**config.mk**
```make
export PLATFORM = sky130hd
export DESIGN_NAME = priority_ready_queue_core_flat
export DESIGN_NICKNAME = d
export VERILOG_FILES = /design/src/rtl/prq_pkg.sv /design/src/rtl/prq_if.sv /design/src/rtl/prq_ram.sv /design/src/rtl/prq_ctrl.sv /design/src/rtl/prq_datapath.sv /design/src/rtl/priority_ready_queue_core.sv /design/src/flat_wrapper.sv
export SDC_FILE = /design/constraint.sdc
export NUM_CORES = 1
export LEC_CHECK = 0
export ABC_CLOCK_PERIOD_IN_PS = 7200
export BUFFER_PORTS_ARGS = -buffer_cell sky130_fd_sc_hd__buf_4
export CELL_PAD_IN_SITES_DETAIL_PLACEMENT = 0
export CELL_PAD_IN_SITES_GLOBAL_PLACEMENT = 1
export CORE_MARGIN = 1.5
export CORE_UTILIZATION = 46
export CTS_CLUSTER_SIZE = 16
export DETAILED_ROUTE_END_ITERATION = 8
export GPL_TIMING_DRIVEN = 0
export PLACE_DENSITY = 0.71
export SETUP_SLACK_MARGIN = 0.05
export SLEW_MARGIN = 20
export SYNTH_ARGS = -nofsm -noshare
export SYNTH_HDL_FRONTEND = slang
export SYNTH_SLANG_ARGS = --single-unit
```
**constraint.sdc**
```tcl
create_clock -name clk -period 7.2 [get_ports clk]
set_clock_uncertainty 0.1 [all_clocks]
set_input_delay 0.36 -clock clk [delete_from_list [all_inputs] [get_ports clk]]
set_output_delay 0.36 -clock clk [all_outputs]
set_load 0.03 [all_outputs]
```
**src/rtl/prq_pkg.sv**
```systemverilog
// ----------------------------------------------------------------------------
// prq_pkg
// Shared types and constants for the priority ready queue: field widths,
// opcodes, controller states and the command/status bundles.
// ----------------------------------------------------------------------------
`default_nettype none

package prq_pkg;

    // Fixed transaction field widths
    localparam int TASK_W = 6;
    localparam int PRIO_W = 5;

    // Opcodes
    localparam logic OP_ENQUEUE = 1'b0;
    localparam logic OP_DEQUEUE = 1'b1;

    // Controller states
    typedef enum logic [1:0] {
        ST_IDLE,
        ST_ENQ_LINK,
        ST_DEQ_LOOK,
        ST_DEQ_LINK
    } state_t;

    // Controller -> datapath
    typedef struct packed {
        logic in_ready;      // request channel may accept
        logic enq_first;     // enqueue into empty level: write head/tail, set bit
        logic enq_read_tail; // enqueue into busy level: read its tail
        logic enq_link;      // link new task behind old tail, update tail
        logic deq_start;     // read head/tail of the top level
        logic deq_emit;      // load response, clear bit or fetch link
        logic deq_head_wr;   // write fetched link as new head
    } cmd_t;

    // Datapath -> controller
    typedef struct packed {
        logic in_valid;   // request pending
        logic is_deq;     // pending request is a dequeue
        logic enq_ok;     // enqueue task and level in range
        logic level_busy; // target level already holds tasks
        logic deq_hit;    // captured dequeue found a non-empty level
        logic same;       // head equals tail: level empties on dequeue
        logic out_free;   // response register can take a new transaction
    } status_t;

endpackage

`default_nettype wire

```
**src/rtl/prq_if.sv**
```systemverilog
// ----------------------------------------------------------------------------
// prq_if
// Request and response channel interfaces (valid/ready handshake).
// ----------------------------------------------------------------------------
`default_nettype none

interface prq_req_if;
    import prq_pkg::*;

    logic              valid;
    logic              ready;
    logic              opcode;
    logic [TASK_W-1:0] task_id;
    logic [PRIO_W-1:0] priority_req;

    modport source (output valid, output opcode, output task_id, output priority_req,
                    input ready);
    modport sink   (input valid, input opcode, input task_id, input priority_req,
                    output ready);
endinterface

interface prq_rsp_if;
    import prq_pkg::*;

    logic              valid;
    logic              ready;
    logic              found;
    logic [TASK_W-1:0] next_task;

    modport source (output valid, output found, output next_task, input ready);
    modport sink   (input valid, input found, input next_task, output ready);
endinterface

`default_nettype wire

```
**src/rtl/prq_ram.sv**
```systemverilog
// ----------------------------------------------------------------------------
// prq_ram
// Generic single-write, single-read RAM with registered read data.
// ----------------------------------------------------------------------------
`default_nettype none

module prq_ram #(
    parameter int WIDTH = 8,
    parameter int DEPTH = 32
) (
    input  wire logic                     clk,
    input  wire logic                     we,
    input  wire logic [$clog2(DEPTH)-1:0] waddr,
    input  wire logic [WIDTH-1:0]         wdata,
    input  wire logic                     re,
    input  wire logic [$clog2(DEPTH)-1:0] raddr,
    output      logic [WIDTH-1:0]         rdata
);

    logic [WIDTH-1:0] mem [DEPTH];

    // Write port
    always_ff @(posedge clk)
    begin
        if (we)
        begin
            mem[waddr] <= wdata;
        end
    end

    // Registered read port (old data on same-address write)
    always_ff @(posedge clk)
    begin
        if (re)
        begin
            rdata <= mem[raddr];
        end
    end

endmodule

`default_nettype wire

```
**src/rtl/prq_ctrl.sv**
```systemverilog
// ----------------------------------------------------------------------------
// prq_ctrl
// Sequencing state machine: one request at a time through the table
// read/write steps of enqueue and dequeue.
// ----------------------------------------------------------------------------
`default_nettype none

module prq_ctrl (
    input  wire logic             clk,
    input  wire logic             rst_n,
    input  wire prq_pkg::status_t status,
    output      prq_pkg::cmd_t    cmd
);
    import prq_pkg::*;

    state_t state_reg;
    state_t state_next;

    // State register
    always_ff @(posedge clk or negedge rst_n)
    begin
        if (!rst_n)
        begin
            state_reg <= ST_IDLE;
        end
        else
        begin
            state_reg <= state_next;
        end
    end

    // Next state
    always_comb
    begin
        state_next = state_reg;
        unique case (state_reg)
            ST_IDLE:
            begin
                if (status.in_valid)
                begin
                    if (status.is_deq)
                    begin
                        state_next = ST_DEQ_LOOK;
                    end
                    else if (status.enq_ok && status.level_busy)
                    begin
                        state_next = ST_ENQ_LINK;
                    end
                end
            end
            ST_ENQ_LINK:
            begin
                state_next = ST_IDLE;
            end
            ST_DEQ_LOOK:
            begin
                if (status.out_free)
                begin
                    state_next = (status.deq_hit && !status.same) ? ST_DEQ_LINK : ST_IDLE;
                end
            end
            ST_DEQ_LINK:
            begin
                state_next = ST_IDLE;
            end
            default:
            begin
                state_next = ST_IDLE;
            end
        endcase
    end

    // Command outputs
    always_comb
    begin
        cmd = '0;
        unique case (state_reg)
            ST_IDLE:
            begin
                cmd.in_ready      = 1'b1;
                cmd.deq_start     = status.in_valid && status.is_deq;
                cmd.enq_first     = status.in_valid && !status.is_deq && status.enq_ok
                                    && !status.level_busy;
                cmd.enq_read_tail = status.in_valid && !status.is_deq && status.enq_ok
                                    && status.level_busy;
            end
            ST_ENQ_LINK:
            begin
                cmd.enq_link = 1'b1;
            end
            ST_DEQ_LOOK:
            begin
                cmd.deq_emit = status.out_free;
            end
            ST_DEQ_LINK:
            begin
                cmd.deq_head_wr = 1'b1;
            end
            default:
            begin
                cmd = '0;
            end
        endcase
    end

endmodule

`default_nettype wire

```
**src/rtl/prq_datapath.sv**
```systemverilog
// ----------------------------------------------------------------------------
// prq_datapath
// Level bitmap, priority encoder, head/tail/link tables and the response
// register.
// ----------------------------------------------------------------------------
`default_nettype none

module prq_datapath #(
    parameter int NUM_LEVELS = 32,
    parameter int NUM_TASKS  = 64
) (
    input  wire logic             clk,
    input  wire logic             rst_n,
    prq_req_if.sink               req,
    prq_rsp_if.source             rsp,
    input  wire prq_pkg::cmd_t    cmd,
    output      prq_pkg::status_t status
);
    import prq_pkg::*;

    localparam int LVL_AW  = $clog2(NUM_LEVELS);
    localparam int TASK_AW = $clog2(NUM_TASKS);

    // Control state
    logic [NUM_LEVELS-1:0] map_reg;
    logic                  out_valid_reg;
    // Payload state
    logic [LVL_AW-1:0]     lvl_reg;
    logic [TASK_W-1:0]     task_reg;
    logic                  hit_reg;
    logic                  found_reg;
    logic [TASK_W-1:0]     next_task_reg;

    // Request decode
    logic [31:0]       prio_wide;
    logic [31:0]       task_wide;
    logic [LVL_AW-1:0] req_lvl;
    logic              enq_ok;
    logic              accept;

    assign prio_wide = 32'(req.priority_req);
    assign task_wide = 32'(req.task_id);
    assign req_lvl   = prio_wide[LVL_AW-1:0];
    assign enq_ok    = (prio_wide < 32'(NUM_LEVELS)) && (task_wide < 32'(NUM_TASKS));
    assign accept    = req.valid && cmd.in_ready;
    assign req.ready = cmd.in_ready;

    // Priority encoder: lowest set bit is the highest priority level
    logic [LVL_AW-1:0] top_lvl;
    always_comb
    begin
        top_lvl = '0;
        for (int i = NUM_LEVELS - 1; i >= 0; i--)
        begin
            if (map_reg[i])
            begin
                top_lvl = LVL_AW'(i);
            end
        end
    end

    // Table ports
    logic [TASK_W-1:0]  head_rdata;
    logic [TASK_W-1:0]  tail_rdata;
    logic [TASK_W-1:0]  link_rdata;
    logic               head_we;
    logic [LVL_AW-1:0]  head_waddr;
    logic [TASK_W-1:0]  head_wdata;
    logic               tail_we;
    logic [LVL_AW-1:0]  tail_waddr;
    logic [TASK_W-1:0]  tail_wdata;
    logic [LVL_AW-1:0]  tail_raddr;
    logic               link_re;
    logic [31:0]        link_waddr_wide;
    logic [31:0]        link_raddr_wide;

    assign head_we    = cmd.enq_first || cmd.deq_head_wr;
    assign head_waddr = cmd.deq_head_wr ? lvl_reg : req_lvl;
    assign head_wdata = cmd.deq_head_wr ? link_rdata : req.task_id;

    assign tail_we    = cmd.enq_first || cmd.enq_link;
    assign tail_waddr = cmd.enq_link ? lvl_reg : req_lvl;
    assign tail_wdata = cmd.enq_link ? task_reg : req.task_id;
    assign tail_raddr = (req.opcode == OP_DEQUEUE) ? top_lvl : req_lvl;

    assign link_re         = cmd.deq_emit && hit_reg && (head_rdata != tail_rdata);
    assign link_waddr_wide = 32'(tail_rdata);
    assign link_raddr_wide = 32'(head_rdata);

    prq_ram #(.WIDTH(TASK_W), .DEPTH(NUM_LEVELS)) u_head_ram (
        .clk   (clk),
        .we    (head_we),
        .waddr (head_waddr),
        .wdata (head_wdata),
        .re    (cmd.deq_start),
        .raddr (top_lvl),
        .rdata (head_rdata)
    );

    prq_ram #(.WIDTH(TASK_W), .DEPTH(NUM_LEVELS)) u_tail_ram (
        .clk   (clk),
        .we    (tail_we),
        .waddr (tail_waddr),
        .wdata (tail_wdata),
        .re    (cmd.deq_start || cmd.enq_read_tail),
        .raddr (tail_raddr),
        .rdata (tail_rdata)
    );

    prq_ram #(.WIDTH(TASK_W), .DEPTH(NUM_TASKS)) u_link_ram (
        .clk   (clk),
        .we    (cmd.enq_link),
        .waddr (link_waddr_wide[TASK_AW-1:0]),
        .wdata (task_reg),
        .re    (link_re),
        .raddr (link_raddr_wide[TASK_AW-1:0]),
        .rdata (link_rdata)
    );

    // Request capture
    always_ff @(posedge clk)
    begin
        if (accept)
        begin
            task_reg <= req.task_id;
            lvl_reg  <= (req.opcode == OP_DEQUEUE) ? top_lvl : req_lvl;
            hit_reg  <= (map_reg != '0);
        end
    end

    // Level bitmap
    always_ff @(posedge clk or negedge rst_n)
    begin
        if (!rst_n)
        begin
            map_reg <= '0;
        end
        else
        begin
            if (cmd.enq_first)
            begin
                map_reg[req_lvl] <= 1'b1;
            end
            else if (cmd.deq_emit && hit_reg && (head_rdata == tail_rdata))
            begin
                map_reg[lvl_reg] <= 1'b0;
            end
        end
    end

    // Response register
    always_ff @(posedge clk or negedge rst_n)
    begin
        if (!rst_n)
        begin
            out_valid_reg <= 1'b0;
        end
        else if (cmd.deq_emit)
        begin
            out_valid_reg <= 1'b1;
        end
        else if (rsp.ready)
        begin
            out_valid_reg <= 1'b0;
        end
    end

    always_ff @(posedge clk)
    begin
        if (cmd.deq_emit)
        begin
            found_reg     <= hit_reg;
            next_task_reg <= hit_reg ? head_rdata : '0;
        end
    end

    assign rsp.valid     = out_valid_reg;
    assign rsp.found     = found_reg;
    assign rsp.next_task = next_task_reg;

    // Status to controller
    always_comb
    begin
        status.in_valid   = req.valid;
        status.is_deq     = (req.opcode == OP_DEQUEUE);
        status.enq_ok     = enq_ok;
        status.level_busy = map_reg[req_lvl];
        status.deq_hit    = hit_reg;
        status.same       = (head_rdata == tail_rdata);
        status.out_free   = !out_valid_reg || rsp.ready;
    end

endmodule

`default_nettype wire

```
**src/rtl/priority_ready_queue_core.sv**
```systemverilog
// ----------------------------------------------------------------------------
// priority_ready_queue_core
// Bitmap-indexed ready queue with one linked FIFO per priority level.
// ----------------------------------------------------------------------------
// One request transaction is handled at a time. An enqueue of a task into an
// empty level (or an out-of-range one, which is dropped) completes as it is
// accepted; into a level that already holds tasks it first reads the level's
// tail, then writes the link and new tail. A dequeue reads the head/tail,
// then emits the response and, if the level keeps tasks, writes the new head;
// the head/tail read and then the link read each pass through a registered
// RAM port before that write. A dequeue also waits while the previous response
// transaction is still held. Level 0 is the highest priority; a dequeue on an
// empty queue returns found = 0 and next_task = 0. A task must not be enqueued
// while it is already queued. The tables are not cleared after reset.
// ----------------------------------------------------------------------------
`default_nettype none

module priority_ready_queue_core #(
    parameter int NUM_LEVELS = 32,
    parameter int NUM_TASKS  = 64
) (
    input wire logic  clk,
    input wire logic  rst_n,
    prq_req_if.sink   req,
    prq_rsp_if.source rsp
);
    import prq_pkg::*;

    cmd_t    cmd;
    status_t status;

    prq_ctrl u_ctrl (
        .clk    (clk),
        .rst_n  (rst_n),
        .status (status),
        .cmd    (cmd)
    );

    prq_datapath #(
        .NUM_LEVELS (NUM_LEVELS),
        .NUM_TASKS  (NUM_TASKS)
    ) u_datapath (
        .clk    (clk),
        .rst_n  (rst_n),
        .req    (req),
        .rsp    (rsp),
        .cmd    (cmd),
        .status (status)
    );

endmodule

`default_nettype wire
```
**src/flat_wrapper.sv**
```systemverilog
// flat-port wrapper written by rule: the top's interface ports become plain ports
module priority_ready_queue_core_flat import prq_pkg::*;
#(
    parameter int NUM_LEVELS = 32,
    parameter int NUM_TASKS  = 64
)
  (clk, rst_n, req_valid, req_opcode, req_task_id, req_priority_req, req_ready, rsp_valid, rsp_found, rsp_next_task, rsp_ready);
  prq_req_if req_i ();
  prq_rsp_if rsp_i ();
  input wire logic clk;
  input wire logic rst_n;
  input wire logic [$bits(req_i.valid)-1:0] req_valid;
  input wire logic [$bits(req_i.opcode)-1:0] req_opcode;
  input wire logic [$bits(req_i.task_id)-1:0] req_task_id;
  input wire logic [$bits(req_i.priority_req)-1:0] req_priority_req;
  output wire logic [$bits(req_i.ready)-1:0] req_ready;
  output wire logic [$bits(rsp_i.valid)-1:0] rsp_valid;
  output wire logic [$bits(rsp_i.found)-1:0] rsp_found;
  output wire logic [$bits(rsp_i.next_task)-1:0] rsp_next_task;
  input wire logic [$bits(rsp_i.ready)-1:0] rsp_ready;
  assign req_i.valid = req_valid;
  assign req_i.opcode = req_opcode;
  assign req_i.task_id = req_task_id;
  assign req_i.priority_req = req_priority_req;
  assign req_ready = req_i.ready;
  assign rsp_valid = rsp_i.valid;
  assign rsp_found = rsp_i.found;
  assign rsp_next_task = rsp_i.next_task;
  assign rsp_i.ready = rsp_ready;
  priority_ready_queue_core #(.NUM_LEVELS(NUM_LEVELS), .NUM_TASKS(NUM_TASKS)) u_core (.clk(clk), .rst_n(rst_n), .req(req_i), .rsp(rsp_i));
endmodule
```
==> flow_summary_export.csv <==
group,metric,value,unit
route,drtIter0Drc,2310,
final_layout,antennaDiodeCount,0,
clock_network,clk-insertion-delay-late,0.64,ns
setup_path,critPathLaunchType,"flop",
setup_path,r2r_end,"u_core.u_datapath.u_tail_ram.rdata[3]",
min_path,timing.hold.worst.start,"rsp_ready",
yosys,synth_edf_count,805,
yosys,yosys-top-cells-area,"edfxtp_1 71%, mux4_2 9.7%, mux2i_1 3.0%, dfrtp_1 2.6%, nor2_1 1.9%",
final_layout,final_core_util,0.527,
floorplanning,fp-row-count,99,
timing,fin_hold_ws,0.0557,ns
setup_path,cp_cell_sequence,"nor4_1 > o31ai_1 > a211o_1 > a31oi_1 > clkbuf_1 > clkbuf_1 > mux2i_1 > o21ai_0 > a2111oi_0",
floorplanning,core_area,73100,um2
setup_path,worstPathRequired,7.37,ns
floorplanning,die_area,75700,um2
setup_path,crit_path_end_kind,"flop",
status,status,"completed",
floorplanning,die_w,275,um
run,maxCapViolCount,0,
route,vias,18600,
timing,period_needed,5.58,ns
min_path,hold_depth,3,
route,ant_nets,0,
yosys,syn_nets,1960,
placement,placed_area,35700,um2
global_route,grt_max_degree,36,
route,remaining_drc_errors,0,
setup_path,max_stage_delay,1.04,ns
timing,rsz0062_at_grt,"no",
setup_path,critPathSlowestCell,"a2111oi_0",
timing,tightestPinTransition,1.19,ns
final_layout,syn_to_final_growth,13.2,%
floorplanning,start_util,0.466,
setup_path,r2r_setup_slack,1.62,ns
yosys,ys_types,64,
route,wl,83.7,mm
yosys,async_reset_ff_frac,0.0417,
final_layout,top_register,"u_core.u_datapath.u_link_ram.mem",
timing,fmax,179,MHz
yosys,syn_area,34100,um2
timing,setup_slack,1.62,ns
placement,port_buffers,21,
yosys,ys_seq_area_frac,0.735,
placement,post-dp-hpwl,56.9,mm
setup_path,r2r_cells,9,
min_path,whs_endpoint,"u_core.u_ctrl.state_reg[1]",
final_layout,final_layout_size_suffix_gt1_frac,0.182,
yosys,synth-main-ff-cell,"edfxtp_1",
setup_path,crit_top_cell,"clkbuf_1",
global_route,grt_usage,0.224,
clock_network,path_clk_slew,0.06,ns
clock_network,cts_root_buf,"clkbuf_16",
clock_network,htreeDepth,3,
route,first_pass_iters,7,
final_layout,reg_top3,"u_core.u_datapath.u_link_ram.mem: 384 flops, u_core.u_datapath.u_head_ram.mem: 192 flops, u_core.u_datapath.u_tail_ram.mem: 192 flops",
clock_network,clkSinkCount,840,
yosys,yosys_warnings,0,
timing,period_share,0.775,
global_route,grt.overflow.total,0,
setup_path,crit_fanout,10,
timing,setup_tns,0,ns
yosys,syn_avg_cell_area,17.5,um2
yosys,ys_ff_latch,840,
clock_network,cts_inserted_buffers,84,
timing,final_max_slew_viol_count,0,
global_route,grt_pass1_wl,123,mm
yosys,yosys.area.top_type,"edfxtp_1",
timing,relSlewSlack,0.185,
placement,place_ws,1.91,ns
timing,finalSetupViolCount,0,
placement,gp_congestion,0.881,
yosys,syn_inst,1944,
global_route,grt_pass1_vias,18600,
final_layout,fin_nets,2093,
setup_path,arrival,5.75,ns
power,power_density,390,nW/um2
timing,hold_violations,0,
global_route,antenna_found_initial,1,
min_path,worstHoldPathType,"input pin to flop",
final_layout,largest_register_ff_count,384,
final_layout,finalInstanceArea,38500,um2
floorplanning,die_h,275,um
clock_network,cts_tree,"built",
route,routed_wire_length_per_instance,27.0,um
route,via_per_inst,5.99,
yosys,synth_top_area_frac,0.710,
clock_network,cts_setup_buffers,0,
power,peakVddDrop,0.250,mV
power,power.leakage,12.4,nW
clock_network,cts.path.max_buffers,3,
setup_path,reg2reg_from,"u_core.u_datapath.map_reg[11]",
setup_path,crit_type,"flop to flop",
floorplanning,num_io_pins,25,
==> synth_stat cells, types with 3 or more instances <==
| master | number |
|---|---|
| inv_1 | 18 |
| mux2_1 | 3 |
| nand2b_1 | 12 |
| buf_2 | 13 |
| a32oi_1 | 8 |
| nand2_1 | 118 |
| a31oi_1 | 12 |
| nor3_1 | 26 |
| a221oi_1 | 5 |
| or2_2 | 4 |
| and2_1 | 12 |
| o22ai_1 | 20 |
| o22a_1 | 8 |
| a21boi_0 | 3 |
| nand3_1 | 21 |
| a32o_1 | 4 |
| buf_1 | 14 |
| nor2b_1 | 34 |
| a22o_1 | 16 |
| edfxtp_1 | 805 |
| o21ai_0 | 44 |
| mux2i_1 | 102 |
| clkbuf_1 | 60 |
| buf_4 | 4 |
| a311oi_1 | 8 |
| a2111oi_0 | 3 |
| dfrtp_1 | 35 |
| nand3b_1 | 3 |
| nor4_1 | 16 |
| mux2_2 | 38 |
| or3_1 | 7 |
| or4_1 | 4 |
| a211oi_1 | 28 |
| nand4_1 | 6 |
| o31ai_1 | 5 |
| mux4_2 | 147 |
| nor2_1 | 174 |
| xnor2_1 | 4 |
| a21oi_1 | 64 |
==> cell usage in the layout (no fill, tap or decap), types with 16 or more instances in the layout <==
| cell | n |
|---|---|
| buf_4 | 26 |
| a22o_1 | 16 |
| edfxtp_1 | 805 |
| mux2_2 | 38 |
| nor2_1 | 174 |
| nand3_1 | 21 |
| nor3_1 | 26 |
| dfrtp_1 | 35 |
| a211oi_1 | 28 |
| inv_1 | 18 |
| o22ai_1 | 20 |
| clkbuf_1 | 75 |
| nor2b_1 | 34 |
| clkbuf_16 | 88 |
| mux2i_1 | 102 |
| mux4_2 | 147 |
| nand2_1 | 112 |
| a21oi_1 | 61 |
| o21ai_0 | 44 |
==> power by group <==
group	total, mW	internal (mW)	switching (mW)	leakage, nW
logic	4.67	1.74	2.94	3.33
clock network	4.29	2.48	1.81	1.31
registers	6.06	5.87	0.196	7.71
total	15.0	10.1	4.95	12.4
==> critical path, delay by kind of cell, from the launching register on <==
kind | cells | cell delay (ns)
compound gates | 5 | 2.51
buf+inv | 2 | 1.49
flops | 1 | 0.46
mux | 1 | 0.35
simple gates | 1 | 0.29
==> layer usage <==
layer  up-vias  wire [um]  global-route usage
li1       8071          -                   -
met5         -          0                   0
met1      9656      35700               0.324
met3       126       5690              0.0326
met4         0       2010              0.0656
met2       716      40400               0.356
==> stage by stage <==
stage	power [mW]	std cells
detailed placement	10.8	2942
CTS	15.1	3099
global route	15.6	3099
finish	15.0	3099
global placement	10.7	2924
floorplan	9.13	1944
==> layout make-up <==
| type | instances | area (um2) |
|---|---|---|
| Clock inverter | 40 | 369 |
| Tap cell | 959 | 1200 |
| Sequential cell | 840 | 25000 |
| Inverter | 19 | 71.3 |
| Clock buffer | 109 | 2340 |
| Timing Repair Buffer | 47 | 526 |
| Buffer | 93 | 397 |
| Multi-Input combinational cell | 992 | 8590 |
| Fill cell | 5807 | 34500 |
==> worst max-delay path by stage <==
stage,start,end,slack (ns),cells after the start
after floorplan,req_priority_req[0],u_core.u_datapath.u_head_ram.mem[0][0],3.61,9
after global placement,u_core.u_datapath.map_reg[15],u_core.u_datapath.u_tail_ram.rdata[3],1.71,9
after detailed placement,u_core.u_datapath.map_reg[11],u_core.u_datapath.u_tail_ram.rdata[3],1.91,9
after CTS,u_core.u_datapath.map_reg[11],u_core.u_datapath.u_tail_ram.rdata[3],1.89,9
after global routing,u_core.u_datapath.map_reg[19],u_core.u_datapath.u_tail_ram.rdata[3],1.55,9
final,u_core.u_datapath.map_reg[11],u_core.u_datapath.u_tail_ram.rdata[3],1.62,9
==> logic make-up (layout without fill, tap and decap cells) <==
group                  Yosys count  after routing  share of synthesized area
flip-flops                     840            840                      0.735
AND/OR/NAND/NOR                445            445                     0.0591
multiplexers                   290            290                      0.141
AO/OA/AOI/OAI                  251            251                     0.0494
buffers and inverters          112            308                     0.0137
XOR/XNOR                         6              6                    0.00154
==> what timing repair did <==
item                                   4_1_cts  5_1_grt
hold buffers                                 8        0
resized for setup                            0        0
endpoints found under the hold margin       42        0
No activity file was read; power rests on OpenSTA's default activity.
